**src/rtl/lkvc_pkg.sv**
```systemverilog
`timescale 1ns / 1ps
package lkvc_pkg;

   localparam int DEPTH_DEF       = 16;
   localparam int KEY_WIDTH_DEF   = 32;
   localparam int VALUE_WIDTH_DEF = 32;

   // capacity register and reported entry count are fixed 5-bit fields
   localparam int CAP_W   = 5;
   localparam int COUNT_W = 5;
   localparam logic [CAP_W-1:0] CAP_RESET = 5'd16;

   localparam logic OP_GET = 1'b0;
   localparam logic OP_PUT = 1'b1;

   // enables from the sequencer to the storage arrays
   typedef struct packed {
      logic rd_en;
      logic key_we;
      logic val_we;
      logic rank_we;
   } mem_ctl_type;

endpackage

```
**src/rtl/lkvc_store.sv**
```systemverilog
`timescale 1ns / 1ps
module lkvc_store #(
   parameter int DEPTH       = lkvc_pkg::DEPTH_DEF,
   parameter int KEY_WIDTH   = lkvc_pkg::KEY_WIDTH_DEF,
   parameter int VALUE_WIDTH = lkvc_pkg::VALUE_WIDTH_DEF
) (
   input  logic                       clock,
   input  lkvc_pkg::mem_ctl_type      mem_ctl,
   input  logic [$clog2(DEPTH)-1:0]   rd_addr,
   input  logic [$clog2(DEPTH)-1:0]   kv_waddr,
   input  logic [KEY_WIDTH-1:0]       key_wdata,
   input  logic [VALUE_WIDTH-1:0]     val_wdata,
   input  logic [$clog2(DEPTH)-1:0]   rank_waddr,
   input  logic [$clog2(DEPTH)-1:0]   rank_wdata,
   output logic [KEY_WIDTH-1:0]       key_rd,
   output logic [VALUE_WIDTH-1:0]     val_rd,
   output logic [$clog2(DEPTH)-1:0]   rank_rd
);
   import lkvc_pkg::*;

   localparam int RW = $clog2(DEPTH);

   logic [KEY_WIDTH-1:0]   key_mem  [DEPTH];
   logic [VALUE_WIDTH-1:0] val_mem  [DEPTH];
   logic [RW-1:0]          rank_mem [DEPTH];

   always_ff @(posedge clock) begin
      if (mem_ctl.key_we) begin
         key_mem[kv_waddr] <= key_wdata;
      end
      if (mem_ctl.val_we) begin
         val_mem[kv_waddr] <= val_wdata;
      end
      if (mem_ctl.rank_we) begin
         rank_mem[rank_waddr] <= rank_wdata;
      end
   end

   always_ff @(posedge clock) begin
      if (mem_ctl.rd_en) begin
         key_rd  <= key_mem[rd_addr];
         val_rd  <= val_mem[rd_addr];
         rank_rd <= rank_mem[rd_addr];
      end
   end

endmodule

```
**src/rtl/lkvc_ctrl.sv**
```systemverilog
`timescale 1ns / 1ps
module lkvc_ctrl #(
   parameter int DEPTH       = lkvc_pkg::DEPTH_DEF,
   parameter int KEY_WIDTH   = lkvc_pkg::KEY_WIDTH_DEF,
   parameter int VALUE_WIDTH = lkvc_pkg::VALUE_WIDTH_DEF
) (
   input  logic                          clock,
   input  logic                          reset,
   input  logic [lkvc_pkg::CAP_W-1:0]    capacity,
   input  logic                          start,
   output logic                          busy,
   input  logic                          req_operation,
   input  logic [KEY_WIDTH-1:0]          req_key,
   input  logic [VALUE_WIDTH-1:0]        req_write_value,
   output logic                          rsp_valid,
   output logic                          rsp_hit,
   output logic [VALUE_WIDTH-1:0]        rsp_read_value,
   output logic [lkvc_pkg::COUNT_W-1:0]  rsp_entry_count,
   output lkvc_pkg::mem_ctl_type         mem_ctl,
   output logic [$clog2(DEPTH)-1:0]      rd_addr,
   output logic [$clog2(DEPTH)-1:0]      kv_waddr,
   output logic [KEY_WIDTH-1:0]          key_wdata,
   output logic [VALUE_WIDTH-1:0]        val_wdata,
   output logic [$clog2(DEPTH)-1:0]      rank_waddr,
   output logic [$clog2(DEPTH)-1:0]      rank_wdata,
   input  logic [KEY_WIDTH-1:0]          key_rd,
   input  logic [VALUE_WIDTH-1:0]        val_rd,
   input  logic [$clog2(DEPTH)-1:0]      rank_rd
);
   import lkvc_pkg::*;

   localparam int AW = $clog2(DEPTH);
   localparam int CW = $clog2(DEPTH + 1);
   localparam int EW = (CW > CAP_W) ? CW : CAP_W;
   localparam int MW = (CW > COUNT_W) ? CW : COUNT_W;
   localparam logic [AW-1:0] LAST_ADDR = AW'(DEPTH - 1);

   typedef enum logic [4:0] {
      ST_IDLE   = 5'b00001,
      ST_SCAN   = 5'b00010,
      ST_DECIDE = 5'b00100,
      ST_UPDATE = 5'b01000,
      ST_RESP   = 5'b10000
   } state_type;

   state_type        state_ff, state_in;
   logic [DEPTH-1:0] valid_ff, valid_in;
   logic [CW-1:0]    count_ff, count_in;

   logic [AW-1:0]    addr_ff, addr_in;
   logic             done_ff, done_in;
   logic             pend_ff, pend_in;
   logic [AW-1:0]    pidx_ff, pidx_in;

   logic                   op_ff, op_in;
   logic [KEY_WIDTH-1:0]   key_ff, key_in;
   logic [VALUE_WIDTH-1:0] wval_ff, wval_in;
   logic [VALUE_WIDTH-1:0] rval_ff, rval_in;

   logic          found_ff, found_in;
   logic [AW-1:0] found_idx_ff, found_idx_in;
   logic [AW-1:0] found_rank_ff, found_rank_in;
   logic          free_ok_ff, free_ok_in;
   logic [AW-1:0] free_idx_ff, free_idx_in;
   logic          lru_ok_ff, lru_ok_in;
   logic [AW-1:0] lru_idx_ff, lru_idx_in;
   logic [AW-1:0] lru_rank_ff, lru_rank_in;

   logic [AW-1:0] target_ff, target_in;
   logic [AW-1:0] thr_ff, thr_in;
   logic          all_inc_ff, all_inc_in;

   logic [EW-1:0] eff_cap;
   logic          evict;
   logic [AW-1:0] slot_sel;
   logic          last_data;
   logic          cur_valid;
   logic [MW-1:0] count_wide;

   // capacity zero acts as one, capacity above the depth acts as the depth
   always_comb begin
      if (capacity == '0) begin
         eff_cap = EW'(1);
      end else if (EW'(capacity) > EW'(DEPTH)) begin
         eff_cap = EW'(DEPTH);
      end else begin
         eff_cap = EW'(capacity);
      end
   end

   assign evict     = EW'(count_ff) >= eff_cap;
   assign slot_sel  = evict ? lru_idx_ff : free_idx_ff;
   assign last_data = pend_ff && (pidx_ff == LAST_ADDR);
   assign cur_valid = valid_ff[pidx_ff];

   always_comb begin
      state_in      = state_ff;
      valid_in      = valid_ff;
      count_in      = count_ff;
      addr_in       = addr_ff;
      done_in       = done_ff;
      pend_in       = 1'b0;
      pidx_in       = pidx_ff;
      op_in         = op_ff;
      key_in        = key_ff;
      wval_in       = wval_ff;
      rval_in       = rval_ff;
      found_in      = found_ff;
      found_idx_in  = found_idx_ff;
      found_rank_in = found_rank_ff;
      free_ok_in    = free_ok_ff;
      free_idx_in   = free_idx_ff;
      lru_ok_in     = lru_ok_ff;
      lru_idx_in    = lru_idx_ff;
      lru_rank_in   = lru_rank_ff;
      target_in     = target_ff;
      thr_in        = thr_ff;
      all_inc_in    = all_inc_ff;
      mem_ctl       = '0;
      rd_addr       = addr_ff;
      kv_waddr      = target_ff;
      key_wdata     = key_ff;
      val_wdata     = wval_ff;
      rank_waddr    = pidx_ff;
      rank_wdata    = '0;

      // one read per cycle over all slots; the read data comes back in the next cycle
      if ((state_ff == ST_SCAN || state_ff == ST_UPDATE) && !done_ff) begin
         mem_ctl.rd_en = 1'b1;
         pend_in       = 1'b1;
         pidx_in       = addr_ff;
         addr_in       = addr_ff + 1'b1;
         if (addr_ff == LAST_ADDR) begin
            done_in = 1'b1;
         end
      end

      case (state_ff)
         ST_IDLE: begin
            if (start) begin
               op_in      = req_operation;
               key_in     = req_key;
               wval_in    = req_write_value;
               found_in   = 1'b0;
               free_ok_in = 1'b0;
               lru_ok_in  = 1'b0;
               addr_in    = '0;
               done_in    = 1'b0;
               state_in   = ST_SCAN;
            end
         end
         ST_SCAN: begin
            if (pend_ff) begin
               if (cur_valid && key_rd == key_ff && !found_ff) begin
                  found_in      = 1'b1;
                  found_idx_in  = pidx_ff;
                  found_rank_in = rank_rd;
                  rval_in       = val_rd;
               end
               if (!cur_valid && !free_ok_ff) begin
                  free_ok_in  = 1'b1;
                  free_idx_in = pidx_ff;
               end
               if (cur_valid && (!lru_ok_ff || rank_rd > lru_rank_ff)) begin
                  lru_ok_in   = 1'b1;
                  lru_idx_in  = pidx_ff;
                  lru_rank_in = rank_rd;
               end
            end
            if (last_data) begin
               state_in = ST_DECIDE;
            end
         end
         ST_DECIDE: begin
            addr_in = '0;
            done_in = 1'b0;
            if (found_ff) begin
               target_in  = found_idx_ff;
               thr_in     = found_rank_ff;
               all_inc_in = 1'b0;
               kv_waddr   = found_idx_ff;
               if (op_ff == OP_PUT) begin
                  mem_ctl.val_we = 1'b1;
               end
               state_in = ST_UPDATE;
            end else if (op_ff == OP_PUT) begin
               // evicted slot is refilled in place, so the count holds
               target_in          = slot_sel;
               all_inc_in         = 1'b1;
               kv_waddr           = slot_sel;
               mem_ctl.key_we     = 1'b1;
               mem_ctl.val_we     = 1'b1;
               valid_in[slot_sel] = 1'b1;
               if (!evict) begin
                  count_in = count_ff + 1'b1;
               end
               state_in = ST_UPDATE;
            end else begin
               state_in = ST_RESP;
            end
         end
         ST_UPDATE: begin
            if (pend_ff) begin
               if (pidx_ff == target_ff) begin
                  mem_ctl.rank_we = 1'b1;
                  rank_wdata      = '0;
               end else if (cur_valid && (all_inc_ff || rank_rd < thr_ff)) begin
                  mem_ctl.rank_we = 1'b1;
                  rank_wdata      = rank_rd + 1'b1;
               end
            end
            if (last_data) begin
               state_in = ST_RESP;
            end
         end
         ST_RESP: begin
            state_in = ST_IDLE;
         end
         default: begin
            state_in = ST_IDLE;
         end
      endcase
   end

   always_ff @(posedge clock) begin
      if (reset) begin
         state_ff <= ST_IDLE;
         valid_ff <= '0;
         count_ff <= '0;
         done_ff  <= 1'b0;
         pend_ff  <= 1'b0;
      end else begin
         state_ff <= state_in;
         valid_ff <= valid_in;
         count_ff <= count_in;
         done_ff  <= done_in;
         pend_ff  <= pend_in;
      end
   end

   always_ff @(posedge clock) begin
      addr_ff       <= addr_in;
      pidx_ff       <= pidx_in;
      op_ff         <= op_in;
      key_ff        <= key_in;
      wval_ff       <= wval_in;
      rval_ff       <= rval_in;
      found_ff      <= found_in;
      found_idx_ff  <= found_idx_in;
      found_rank_ff <= found_rank_in;
      free_ok_ff    <= free_ok_in;
      free_idx_ff   <= free_idx_in;
      lru_ok_ff     <= lru_ok_in;
      lru_idx_ff    <= lru_idx_in;
      lru_rank_ff   <= lru_rank_in;
      target_ff     <= target_in;
      thr_ff        <= thr_in;
      all_inc_ff    <= all_inc_in;
   end

   assign count_wide      = MW'(count_ff);
   assign busy            = (state_ff != ST_IDLE);
   assign rsp_valid       = (state_ff == ST_RESP);
   assign rsp_hit         = found_ff;
   assign rsp_read_value  = (found_ff && op_ff == OP_GET) ? rval_ff : '0;
   assign rsp_entry_count = count_wide[COUNT_W-1:0];

endmodule

```
**src/rtl/lru_key_value_cache_unit.sv**
```systemverilog
// A get miss makes one pass over the key/value/rank memories to search and then responds;
// a hit or a put makes that search pass and then one read-modify-write pass over the rank
// memory, one slot per cycle.
// One request at a time: busy until the response cycle has passed. Reset clears all valid
// bits, the entry count, sets capacity to 16; the response is a one-cycle strobe, never
// stalled.
`timescale 1ns / 1ps
module lru_key_value_cache_unit #(
   parameter int DEPTH       = lkvc_pkg::DEPTH_DEF,
   parameter int KEY_WIDTH   = lkvc_pkg::KEY_WIDTH_DEF,
   parameter int VALUE_WIDTH = lkvc_pkg::VALUE_WIDTH_DEF
) (
   input  logic                          clock,
   input  logic                          reset,
   input  logic                          start,
   output logic                          busy,
   input  logic                          req_operation,
   input  logic [KEY_WIDTH-1:0]          req_key,
   input  logic [VALUE_WIDTH-1:0]        req_write_value,
   output logic                          rsp_valid,
   output logic                          rsp_hit,
   output logic [VALUE_WIDTH-1:0]        rsp_read_value,
   output logic [lkvc_pkg::COUNT_W-1:0]  rsp_entry_count,
   input  logic                          csr_write_enable,
   input  logic [lkvc_pkg::CAP_W-1:0]    csr_write_data
);
   import lkvc_pkg::*;

   localparam int AW = $clog2(DEPTH);

   logic [CAP_W-1:0] cap_ff, cap_in;

   mem_ctl_type            mem_ctl;
   logic [AW-1:0]          rd_addr;
   logic [AW-1:0]          kv_waddr;
   logic [KEY_WIDTH-1:0]   key_wdata;
   logic [VALUE_WIDTH-1:0] val_wdata;
   logic [AW-1:0]          rank_waddr;
   logic [AW-1:0]          rank_wdata;
   logic [KEY_WIDTH-1:0]   key_rd;
   logic [VALUE_WIDTH-1:0] val_rd;
   logic [AW-1:0]          rank_rd;

   assign cap_in = csr_write_enable ? csr_write_data : cap_ff;

   always_ff @(posedge clock) begin
      if (reset) begin
         cap_ff <= CAP_RESET;
      end else begin
         cap_ff <= cap_in;
      end
   end

   lkvc_ctrl #(
      .DEPTH       (DEPTH),
      .KEY_WIDTH   (KEY_WIDTH),
      .VALUE_WIDTH (VALUE_WIDTH)
   ) u_ctrl (
      .clock           (clock),
      .reset           (reset),
      .capacity        (cap_ff),
      .start           (start),
      .busy            (busy),
      .req_operation   (req_operation),
      .req_key         (req_key),
      .req_write_value (req_write_value),
      .rsp_valid       (rsp_valid),
      .rsp_hit         (rsp_hit),
      .rsp_read_value  (rsp_read_value),
      .rsp_entry_count (rsp_entry_count),
      .mem_ctl         (mem_ctl),
      .rd_addr         (rd_addr),
      .kv_waddr        (kv_waddr),
      .key_wdata       (key_wdata),
      .val_wdata       (val_wdata),
      .rank_waddr      (rank_waddr),
      .rank_wdata      (rank_wdata),
      .key_rd          (key_rd),
      .val_rd          (val_rd),
      .rank_rd         (rank_rd)
   );

   lkvc_store #(
      .DEPTH       (DEPTH),
      .KEY_WIDTH   (KEY_WIDTH),
      .VALUE_WIDTH (VALUE_WIDTH)
   ) u_store (
      .clock      (clock),
      .mem_ctl    (mem_ctl),
      .rd_addr    (rd_addr),
      .kv_waddr   (kv_waddr),
      .key_wdata  (key_wdata),
      .val_wdata  (val_wdata),
      .rank_waddr (rank_waddr),
      .rank_wdata (rank_wdata),
      .key_rd     (key_rd),
      .val_rd     (val_rd),
      .rank_rd    (rank_rd)
   );

endmodule

```
**config.mk**
```make
export PLATFORM = sky130hd
export DESIGN_NAME = lru_key_value_cache_unit
export DESIGN_NICKNAME = d
export VERILOG_FILES = /design/src/rtl/lkvc_pkg.sv /design/src/rtl/lkvc_store.sv /design/src/rtl/lkvc_ctrl.sv /design/src/rtl/lru_key_value_cache_unit.sv
export SDC_FILE = /design/constraint.sdc
export NUM_CORES = 1
export LEC_CHECK = 0
export ABC_AREA = 1
export BUFFER_PORTS_ARGS = -buffer_cell sky130_fd_sc_hd__buf_2
export CORE_MARGIN = 2
export CORE_UTILIZATION = 56
export CTS_BUF_LIST = sky130_fd_sc_hd__clkbuf_16
export CTS_CLUSTER_SIZE = 28
export DETAILED_ROUTE_END_ITERATION = 10
export GPL_ROUTABILITY_DRIVEN = 0
export PLACE_DENSITY = 0.75
export SYNTH_ARGS = -nofsm -noshare
export SYNTH_HDL_FRONTEND = slang
export SYNTH_SLANG_ARGS = --single-unit
```
**constraint.sdc**
```tcl
create_clock -name clock -period 4.62 [get_ports clock]
set_clock_uncertainty 0.05 [all_clocks]
set_input_delay 0.462 -clock clock [delete_from_list [all_inputs] [get_ports clock]]
set_output_delay 0.462 -clock clock [all_outputs]
set_load 0.01 [all_outputs]
```
==> Word level (Yosys, flattened, before mapping) <==
Memories as Yosys holds them, arrays and structs flattened. A register that Yosys moved wholly into a read port is not among the register bits.
Index checks and enable logic that the tools add are counted.
{ "totals": {"n_memories": 3, "register_bits": 170, "latchBits": 0, "out_inout_bits": 40, "word_cells": 144, "ram_bits": 1088, "in_bits": 74, "romBits": 0} }
{ "op_classes": {"n_shift": 0, "n_bitwise": 4, "eq_ne": 17, "n_reduce_logical": 32, "n_lt_le_gt_ge": 7, "multipliers": 0, "n_div": 0, "muxes": 55, "addsub": 3} }
{ "memory_table": {"columns": ["name", "depth", "width", "read_ports", "rd_ports_with_merged_regs", "wr", "line_no", "source"], "rows": [
  ["u_store.key_mem", 16, 32, 1, 1, 1, "lkvc_store.sv:23", "logic [KEY_WIDTH-1:0] key_mem [DEPTH];"],
  ["u_store.val_mem", 16, 32, 1, 1, 1, "lkvc_store.sv:24", "logic [VALUE_WIDTH-1:0] val_mem [DEPTH];"],
  ["u_store.rank_mem", 16, 4, 1, 1, 1, "lkvc_store.sv:25", "logic [RW-1:0] rank_mem [DEPTH];"]
]} }
{ "op_table": {"columns": ["op", "count"], "rows": [
  ["4-bit 2-to-1 mux", 10],
  ["5-bit 2-to-1 mux", 7],
  ["32-bit equality test", 1],
  ["32-bit 2-to-1 mux", 1],
  ["1-bit 2-to-1 mux", 27],
  ["5-bit one-hot mux with 4 select lines", 1],
  ["16-bit OR", 1],
  ["4-bit AND reduction", 4],
  ["3-bit AND reduction", 5],
  ["4-bit by 5-bit < comparator with 1-bit output, second input constant", 2],
  ["1-bit logical AND", 9],
  ["4-bit by 1-bit adder with 4-bit output, second input constant", 2],
  ["4-bit equality test, second input constant", 2],
  ["2-bit != test, second input constant", 4],
  ["1-bit one-hot mux with 2 select lines", 4],
  ["4-bit one-hot mux with 2 select lines", 1],
  ["2-bit by 1-bit != test with 1-bit output, second input constant", 3],
  ["2-bit AND reduction", 3],
  ["5-bit by 1-bit adder with 5-bit output, second input constant", 1],
  ["5-bit by 1-bit equality test with 1-bit output, second input constant", 1],
  ["5-bit by 2-bit equality test with 1-bit output, second input constant", 1],
  ["5-bit by 3-bit equality test with 1-bit output, second input constant", 1],
  ["5-bit by 4-bit equality test with 1-bit output, second input constant", 1],
  ["5-bit equality test, second input constant", 1],
  ["other kinds (15)", 25]
]} }

==> Logic depth before layout (Yosys ltp) <==
Gate-level depths: netlist of the first run.
{ "depth": {"ltp_word": 10, "depth_mapped": 15, "depth_no_buf": 15} }

==> Modules after synthesis <==
Synthesis of the first run repeated with hierarchy kept, for this count alone.
{ "unflattened": {"cells_unflattened": 5283, "hier_area_um2": 56130.1} }
{ "by_module_without_submodules": {"columns": ["mod", "cells_each", "instances", "seq_area_each_um2", "area_each_um2"], "rows": [
  ["lkvc_store", 4535, 1, 34713.3, 48784.3],
  ["lkvc_ctrl", 717, 1, 4594.4, 7129.3],
  ["lru_key_value_cache_unit", 31, 1, 100.1, 216.5]
]} }

==> Least setup slack after synthesis of the first run <==
Ideal clock, no wire load.
{ "synth_timing": {"path_type": "register to register", "start": "register cap_ff[0]", "end": "memory u_store.key_mem[10][0] in the netlist's numbering, enable pin", "setup_slack_ns": -0.145, "t_arrival_ns": 4.254, "stages_incl_launch_ff": 14, "n_path_buf": 0, "required_ns": 4.109, "period_less_slack_ns": 4.765, "setup_ns": 0.461, "cell_sequence": "dfxtp_1 > or4_1 > nand2_1 > nand2_1 > ha_1 > nand2_1 > inv_1 > nand2_1 > nand3_2 > nand2_1 > nand3_1 > nand2_2 > nand2_1 > nor3_1"} }
{ "synth_between": {"elab_chain_cells": 8, "word_cells_on_any_way": 9, "cone_classes": "order compare (2); mux (6); reduce/logical (1)"} }
{ "synth_rtl": {"columns": ["element", "line_no", "source"], "rows": [
  ["from (decl)", "lru_key_value_cache_unit.sv:31", "logic [CAP_W-1:0] cap_ff, cap_in;"],
  ["from (signal assigned)", "lru_key_value_cache_unit.sv:50", "cap_ff <= cap_in;"],
  ["5-bit greater-than comparator", "lkvc_ctrl.sv:84", "end else if (EW'(capacity) > EW'(DEPTH)) begin"],
  ["5-bit 2-to-1 mux", "lkvc_ctrl.sv:84", null],
  ["5-bit 2-to-1 mux (*)", "lkvc_ctrl.sv:82", "if (capacity == '0) begin"],
  ["5-bit >= comparator (*)", "lkvc_ctrl.sv:91", "assign evict = EW'(count_ff) >= eff_cap;"],
  ["4-bit 2-to-1 mux (*)", "lkvc_ctrl.sv:92", "assign slot_sel = evict ? lru_idx_ff : free_idx_ff;"],
  ["4-bit 2-to-1 mux (*) (3 in a row)", null, null],
  ["via kv_waddr[3]", "lru_key_value_cache_unit.sv:35", "logic [AW-1:0] kv_waddr;"],
  ["to (decl)", "lkvc_store.sv:23", null]
]} }
Mark *: on every way through the listed nets, which the timed path passes. The rest lies on a longest branch.

==> Worst setup path after layout of the first run <==
{ "layout_timing": {"start": "register cap_ff[0]", "end": "memory u_store.val_mem[8][14] in the netlist's numbering, enable pin"} }
{ "layout_between": {"elab_chain_cells": 8, "word_cells_on_any_way": 9, "cone_classes": "order compare (2); mux (6); reduce/logical (1)"} }
{ "layout_rtl": {"columns": ["element", "line_no"], "rows": [
  ["5-bit greater-than comparator", "lkvc_ctrl.sv:84"],
  ["5-bit 2-to-1 mux", "lkvc_ctrl.sv:84"],
  ["5-bit 2-to-1 mux (*)", "lkvc_ctrl.sv:82"],
  ["5-bit >= comparator (*)", "lkvc_ctrl.sv:91"],
  ["4-bit 2-to-1 mux (*)", "lkvc_ctrl.sv:92"],
  ["4-bit 2-to-1 mux (*) (3 in a row)", null],
  ["via kv_waddr[3]", "lru_key_value_cache_unit.sv:35"],
  ["to (decl)", "lkvc_store.sv:24"]
]} }
Marked as above.

==> results of run 1 <==
==> tightest hold or removal path: stages <==
cell and delay, ns:
buf_2 0.14, o21ai_0 0.10, nor2_1 0.08
==> cell families (layout without fill, tap and decap cells) <==
| group | Yosys count | in the layout |
|---|---|---|
| DFF | 1326 | 1326 |
| other | 0 | 1 |
| adders and majority gates | 15 | 15 |
| AOI/OAI and AO/OA | 913 | 913 |
| xor gates and xnor gates | 15 | 15 |
| and+or+nand+nor | 1193 | 1193 |
| buffers and inverters | 392 | 674 |
==> power groups by stage <==
stage | combinational [µW] | clock, µW | sequential (µW)
3_5_place_dp | 1460 | 0 | 13900
5_1_grt | 1690 | 11000 | 13600
3_3_place_gp | 1420 | 0 | 13900
6_report | 1540 | 10400 | 13600
4_1_cts | 1530 | 10500 | 13600
2_1_floorplan | 955 | 0 | 13800
==> registers in the layout (all words and copies together), names as in the netlist, 5 cells and up <==
register / count
u_store.key_mem: 512
u_store.val_mem: 512
u_store.rank_mem: 64
u_ctrl.key_wdata: 32
u_ctrl.rval_ff: 32
u_ctrl.val_wdata: 32
u_store.key_rd: 32
u_store.val_rd: 32
u_ctrl.valid_ff: 16
cap_ff: 5
u_ctrl.rsp_entry_count: 5
u_ctrl.state_ff: 5
==> synth_stat cells, types with 2 or more instances <==
| master | number |
|---|---|
| nand2_2 | 4 |
| nand3_1 | 129 |
| xnor2_1 | 9 |
| nor2_4 | 2 |
| clkinv_1 | 2 |
| clkbuf_1 | 166 |
| nor2_1 | 681 |
| nor3b_1 | 4 |
| buf_2 | 49 |
| edfxtp_1 | 1285 |
| nor4_1 | 2 |
| o221ai_1 | 106 |
| o21ai_0 | 571 |
| nand4_1 | 18 |
| nand2_1 | 305 |
| or2_2 | 16 |
| nor3_1 | 14 |
| buf_1 | 11 |
| inv_2 | 14 |
| ha_1 | 15 |
| o211ai_1 | 32 |
| nor2_2 | 10 |
| o22ai_1 | 168 |
| xor2_1 | 6 |
| a21oi_1 | 28 |
| inv_1 | 148 |
| dfxtp_1 | 41 |
| nand3_2 | 3 |
| o21ai_1 | 2 |
==> routing by layer <==
metal,up-vias,share of wire,global-route usage
met5,-,0.00010,0
met3,230,0.10,0.0554
li1,14600,-,-
met4,2,0.026,0.0938
met2,1929,0.48,0.424
met1,16100,0.39,0.370
==> layout make-up <==
type | count | area, µm²
inverters | 164 | 634
diodes | 1 | 2.50
clock buffers | 140 | 3500
multi-input cells | 2136 | 10600
fillers | 6384 | 32900
clock inverters | 104 | 721
flip-flops and latches | 1326 | 39400
repair buffers | 266 | 1980
well taps | 1186 | 1480
==> per-stage QoR <==
step	util	power (µW)	setup WS [ns]
floorplan	-	14700	0.137
global placement	0.585	15300	0.901
detailed placement	0.585	15300	0.844
CTS	0.640	25600	0.808
global route	0.640	26300	0.535
finish	0.640	25600	0.753
==> timing repair <==
item | in CTS | in global routing
hold buffers | 73 | 0
setup buffers | 0 | 0
endpoints found under the hold margin | 70 | 0
==> final timing paths <==
path	from	end	slack (ns)	depth (start not counted)
max	cap_ff[0]	u_store.val_mem[8][14]	0.75	15
min	csr_write_enable	cap_ff[2]	0.04	3
max reg2reg	cap_ff[0]	u_store.val_mem[8][14]	0.75	15
min reg2reg	u_store.val_rd[0]	u_ctrl.rval_ff[0]	0.36	0
==> impl_metrics.tcl, run 1 <==
set metrics [dict create \
    pwr-share-comb 0.060 \
    avgSynthCellArea_um2 13.3 \
    timing.final.crit_period_ns 3.87 \
    cpMaxStageDelayCell "or4_1" \
    clk_path_buf_depth 3 \
    grt_pass1_vias 32100 \
    asyncSetResetFlopFracSynth 0 \
    synthesis.nets 3943 \
    grt-ovfl-total 0 \
    synthMuxAreaShare 0 \
    power_density_mw_per_mm2 438 \
    synth-seq-area-share 0.767 \
    detail_route.iter0.violations 4159 \
    post_drt_wl_per_cell_um 23.7 \
    drtAntennaViolNets 0 \
    synth_area_mm2 0.0514 \
    violated_checks "slew limit" \
    unrepaired_setup_endpoints_after_global_routing "no" \
    sum_of_negative_setup_slack_ns 0 \
    design.die.area_mm2 0.0942 \
    drt-total-wl_um 126000 \
    post_cts_resize_count 0 \
    synth_simple_gate_area_share 0.0945 \
    final_common_cell "edfxtp_1" \
    clock_tree_from_tritoncts "built" \
    growth_of_design_area_from_synthesis_to_finish_pct 13.6 \
    slew_violations 98 \
    layout-drive-gt1-share 0.116 \
    design.portCount 114 \
    clkLatencyLatePin_ns 0.75 \
    grt_antenna_before_repair 1 \
    first_pass_grt_wire_length_um 190000 \
    synth-seq-cells 1326 \
    number_of_rows_in_the_core_area 111 \
    critical_path.max_fanout 15 \
    timing.critical_path.required_ns 4.98 \
    start_util 0.563 \
    numPlacedInstances 5005 \
    synth.distinct_cells 42 \
    path_clk_slew_ns 0.06 \
    finalSetupViolCount 0 \
    dr.pass1.iters 8 \
    synth_xor_xnor_area_share 0.00256 \
    final_design_area_no_fill_mm2 0.0584 \
    synthFlopType "edfxtp_1" \
    leakage_uw 0.0199 \
    yosys_warns 0 \
    hold_slack_ns 0.0350 \
    power.switching_uw 5820 \
    drc 0 \
    max_clock_freq_ghz 0.259 \
    number_of_nets_in_the_finished_design 4118 \
    die_height_um 307 \
    netlist_top_cells_area "edfxtp_1 75%, o21ai_0 5.6%, nor2_1 5.0%" \
    cts-buffers-inserted 135 \
    critical_path_arrival_ns 4.23 \
    internal_power_uw 19700 \
    layout.cells.most_common_list "1,285 x edfxtp_1, 664 x nor2_1, 571 x o21ai_0" \
    status "finished, violations left" \
    hpwl_um 69300 \
    place_area_mm2 0.0534 \
    synth-compound-area-share 0.103 \
    cp_capture_type "flop" \
    seq_power_share 0.533 \
    postSynthCellCount 3854 \
    synth_top_family_by_area "compound AO/OA/AOI/OAI gates" \
    switching_share 0.228 \
    core_mm2 0.0912 \
    port_buffers 113 \
    post-synth-top-area-fraction 0.751 \
    cts.htree.levels 4 \
    routed_via_density 6.16 \
    max_cap_violations 0 \
    clock_power_share 0.407 \
    synth_enable_flop_cells 1285 \
    layoutNonFillerInstCount 5323 \
    maximum_number_of_pins_on_one_net_before_global_route_repair 268 \
    timing.slew.headroom -0.0384 \
    critPathTopFamily "simple AND/OR/NAND/NOR gates" \
    synthAdderAreaFrac 0.00365 \
    final_critical_path_share_of_the_clock_period 0.837 \
    crit_chain "or4_1, o21ai_0, ha_1, inv_1, nand2_1, nand2_1, nand3_2, nand2_1, nand3_1, nand2_2, nand2_1, inv_2, nand2_1, inv_2, buf_4" \
    grt.total_usage 0.267 \
    ctsRootBufferMaster "clkbuf_16" \
    critical_path.startpoint_type "flop" \
    worstMarginPinSlew_ns 1.56 \
    holdCritPathClass "primary input to flop" \
    cts_sink_count 1326 \
    synth.largest_area_cell "edfxtp_1" \
    hold_violations 0 \
    timing_worst_setup_path_type "flop to flop" \
    critical_path_buf_inv_count 4 \
    vias 32800 \
    max_incr_delay_on_cp_ns 0.53 \
    worst_path_most_repeated_cell "nand2_1" \
    die_w_um 307 \
    peakVddDrop_mv 0.284 \
]
(Power assumes the default switching activity.)
==> run 2, diff against run 1 <==
--- a/config.mk
+++ b/config.mk
@@ -5,15 +5,15 @@
 export SDC_FILE = /design/constraint.sdc
 export NUM_CORES = 1
 export LEC_CHECK = 0
-export ABC_AREA = 1
+export ABC_AREA = 0
 export BUFFER_PORTS_ARGS = -buffer_cell sky130_fd_sc_hd__buf_2
 export CORE_MARGIN = 2
-export CORE_UTILIZATION = 56
+export CORE_UTILIZATION = 62
 export CTS_BUF_LIST = sky130_fd_sc_hd__clkbuf_16
 export CTS_CLUSTER_SIZE = 28
 export DETAILED_ROUTE_END_ITERATION = 10
 export GPL_ROUTABILITY_DRIVEN = 0
-export PLACE_DENSITY = 0.75
+export PLACE_DENSITY = 0.79
 export SYNTH_ARGS = -nofsm -noshare
 export SYNTH_HDL_FRONTEND = slang
 export SYNTH_SLANG_ARGS = --single-unit
==> constraint.sdc (replaced) <==
create_clock -name clock -period 3.75 [get_ports clock]
set_clock_uncertainty 0.05 [all_clocks]
set_input_delay 0.375 -clock clock [delete_from_list [all_inputs] [get_ports clock]]
set_output_delay 0.375 -clock clock [all_outputs]
set_load 0.01 [all_outputs]
==> impl_metrics.tcl, run 2 <==
set metrics [dict create \
    max_incr_delay_on_cp_ns 0.93 \
    synthesis.nets 2214 \
    growth_of_design_area_from_synthesis_to_finish_pct 15.5 \
    layout.cells.most_common_list "1,285 x edfxtp_1, 343 x mux4_2, 122 x clkbuf_16" \
    slew_violations 0 \
    cp_capture_type "flop" \
    yosys.cell_count.top_type "edfxtp_1" \
    max_cap_violations 0 \
    post_drt_wl_per_cell_um 33.0 \
    unrepaired_setup_endpoints_after_global_routing "yes" \
    avgSynthCellArea_um2 23.5 \
    final_critical_path_share_of_the_clock_period 0.974 \
    reg.largest.list "u_store.key_mem: 512 flops, u_store.val_mem: 512 flops, u_store.rank_mem: 64 flops" \
    timing_worst_setup_path_type "flop to flop" \
    die_height_um 288 \
    netlist_top_cells_area "edfxtp_1 77%, mux4_2 15%, dfxtp_1 1.6%" \
    post-synth-top-area-fraction 0.773 \
    timing.final.crit_period_ns 3.65 \
    synth-compound-area-share 0.00965 \
    layout-drive-gt1-share 0.308 \
    detail_route.iter0.violations 3488 \
    critical_path_buf_inv_count 1 \
    synthAdderAreaFrac 0.00376 \
    synth_xor_xnor_area_share 0.00807 \
    peakVddDrop_mv 0.452 \
    clock_tree_from_tritoncts "built" \
    synth_enable_flop_cells 1285 \
    yosys_warns 0 \
    critPathTopFamily "simple AND/OR/NAND/NOR gates" \
    design_power_total_uw 30200 \
    design.die.area_mm2 0.0828 \
    die_w_um 288 \
    synth-seq-area-share 0.789 \
    drc 0 \
    layout_filler_cell_count 4203 \
    start_util 0.623 \
    crit_chain "nor3_2, nor2_1, nor2_1, ha_1, nor2b_2, o21ai_2, a311oi_1, a311o_1, nand2_2, buf_12, nor2_4" \
    synth_area_mm2 0.0499 \
    worst_r2r_startpoint "cap_ff[1]" \
    cts_sink_count 1326 \
    drtAntennaViolNets 0 \
    status "finished clean" \
    synth.largest_area_cell "edfxtp_1" \
    hpwl_um 59700 \
    final_common_cell "edfxtp_1" \
    design.portCount 114 \
    max_clock_freq_ghz 0.274 \
    worstSetupStartpoint "cap_ff[1]" \
    hold_slack_ns 0.0540 \
    postSynthCellCount 2125 \
    synth_simple_gate_area_share 0.0220 \
    timing.slew.headroom 0.141 \
    grt-ovfl-total 0 \
    number_of_rows_in_the_core_area 104 \
    synth.distinct_cells 60 \
    clk_path_buf_depth 3 \
    synth_top_family_by_area "multiplexers" \
    clkLatencyLatePin_ns 0.71 \
    core_mm2 0.0802 \
    port_buffers 113 \
    drt-total-wl_um 119000 \
    grt_pass1_vias 25100 \
    first_pass_grt_wire_length_um 174000 \
    hold_violations 0 \
    worst_path_most_repeated_cell "nor2_1" \
    synth-seq-cells 1326 \
    critical_path.max_fanout 32 \
    synthFlopType "edfxtp_1" \
    dr.pass1.iters 6 \
    cts.htree.levels 3 \
    worstMarginPinSlew_ns 1.29 \
    grt.total_usage 0.294 \
    vias 24500 \
    post-cts-setup-buffer-count 0 \
    cpMaxStageDelayCell "nor2_4" \
    finalSetupViolCount 0 \
    number_of_nets_in_the_finished_design 2528 \
    leakage_uw 0.0182 \
    asyncSetResetFlopFracSynth 0 \
    routed_via_density 6.82 \
    ctsRootBufferMaster "clkbuf_16" \
    worstHoldStart "csr_write_enable" \
    power_density_mw_per_mm2 523 \
    path_clk_slew_ns 0.06 \
    holdCritPathClass "primary input to flop" \
    synthMuxAreaShare 0.158 \
    grt_antenna_before_repair 4 \
    synth_top_cells_by_count "1,285 x edfxtp_1, 343 x mux4_2, 56 x nor2_1" \
    critical_path_arrival_ns 3.92 \
    timing.critical_path.required_ns 4.02 \
    maximum_number_of_pins_on_one_net_before_global_route_repair 67 \
    critical_path.startpoint_type "flop" \
    antenna-diode-count 0 \
    cts-buffers-inserted 121 \
]
-- run 2: cell types whose count changed after synthesis, sizes merged, moves of 18 or more --
| cell | delta |
|---|---|
| and2 | +34 |
| o21ai | -566 |
| nor3 | +18 |
| nand2 | -291 |
| clkbuf | -113 |
| nor2 | -636 |
| o211ai | -30 |
| mux4 | +345 |
| o22ai | -165 |
| o221ai | -106 |
| nand3 | -121 |
| inv | -141 |
| xor2 | +35 |
| buf | -20 |
-- run 2: logic make-up (layout without fill, tap and decap cells) --
group,Yosys count,after routing
AOI/OAI and AO/OA,63,63
xor gates and xnor gates,46,46
adders and majority gates,15,15
buffers and inverters,116,528
DFF,1326,1326
muxes,355,355
and+or+nand+nor,204,206
-- run 2: worst register-to-register path, delay by kind of cell (launching register included) --
family	cells	cell delay, ns
AOI/OAI and AO/OA	3	0.86
adders and majority gates	1	0.24
buffers and inverters	1	0.20
DFF	1	0.34
and+or+nand+nor	6	1.55
-- run 2: area by class of cell --
class	count	area [µm²]	share of cell area
Clock buffer	122	3050	0.0529
Tap cell	1060	1330	0.0230
Clock inverter	101	732	0.0127
Sequential cell	1326	39400	0.684
Inverter	21	78.8	0.00137
Timing Repair Buffer	284	2620	0.0454
Multi-Input combinational cell	685	10400	0.181
-- run 2: metal layers --
layer	global-route usage	wire [µm]	vias up
li1	-	-	9613
met1	0.411	43100	12800
met2	0.482	60400	1824
met3	0.0541	11800	245
met4	0.0907	3450	8
met5	0	126	-
-- run 2: path summary, 6_finish.rpt --
check | cells after the start | endpoint | slack [ns]
setup / recovery | 11 | u_store.val_mem[13][13] | 0.1
hold / removal | 3 | cap_ff[3] | 0.05
setup reg to reg | 11 | u_store.val_mem[13][13] | 0.1
hold reg to reg | 0 | u_ctrl.rval_ff[23] | 0.37
-- run 2: through the flow --
stage / setup TNS, ns / cells / util / instance area [µm²] / setup WS [ns]
4_1_cts: 0 / 3598 / 0.719 / 57600 / 0.00882
5_1_grt: -1.35 / 3599 / 0.719 / 57700 / -0.0515
3_3_place_gp: 0 / 3298 / 0.662 / 53100 / 0.0316
2_1_floorplan: -188.01 / 2125 / - / 50100 / -0.611
3_5_place_dp: -0.171 / 3298 / 0.662 / 53100 / -0.00978
6_report: 0 / 3599 / 0.719 / 57700 / 0.0987
-- run 2: where the power goes --
group / internal [µW] / switching [µW]
logic: 759 / 781
clock network: 6400 / 5460
registers: 16500 / 300
total: 23600 / 6540
-- run 2: timing repair --
| action | 4_1_cts | 5_1_grt |
|---|---|---|
| endpoints found under the setup margin | 82 | 306 |
| gates cloned | 1 | 1 |
| endpoints found under the hold margin | 71 | 0 |
| pin swaps | 1 | 3 |
| hold buffers | 76 | 0 |
| resized for setup | 2 | 8 |
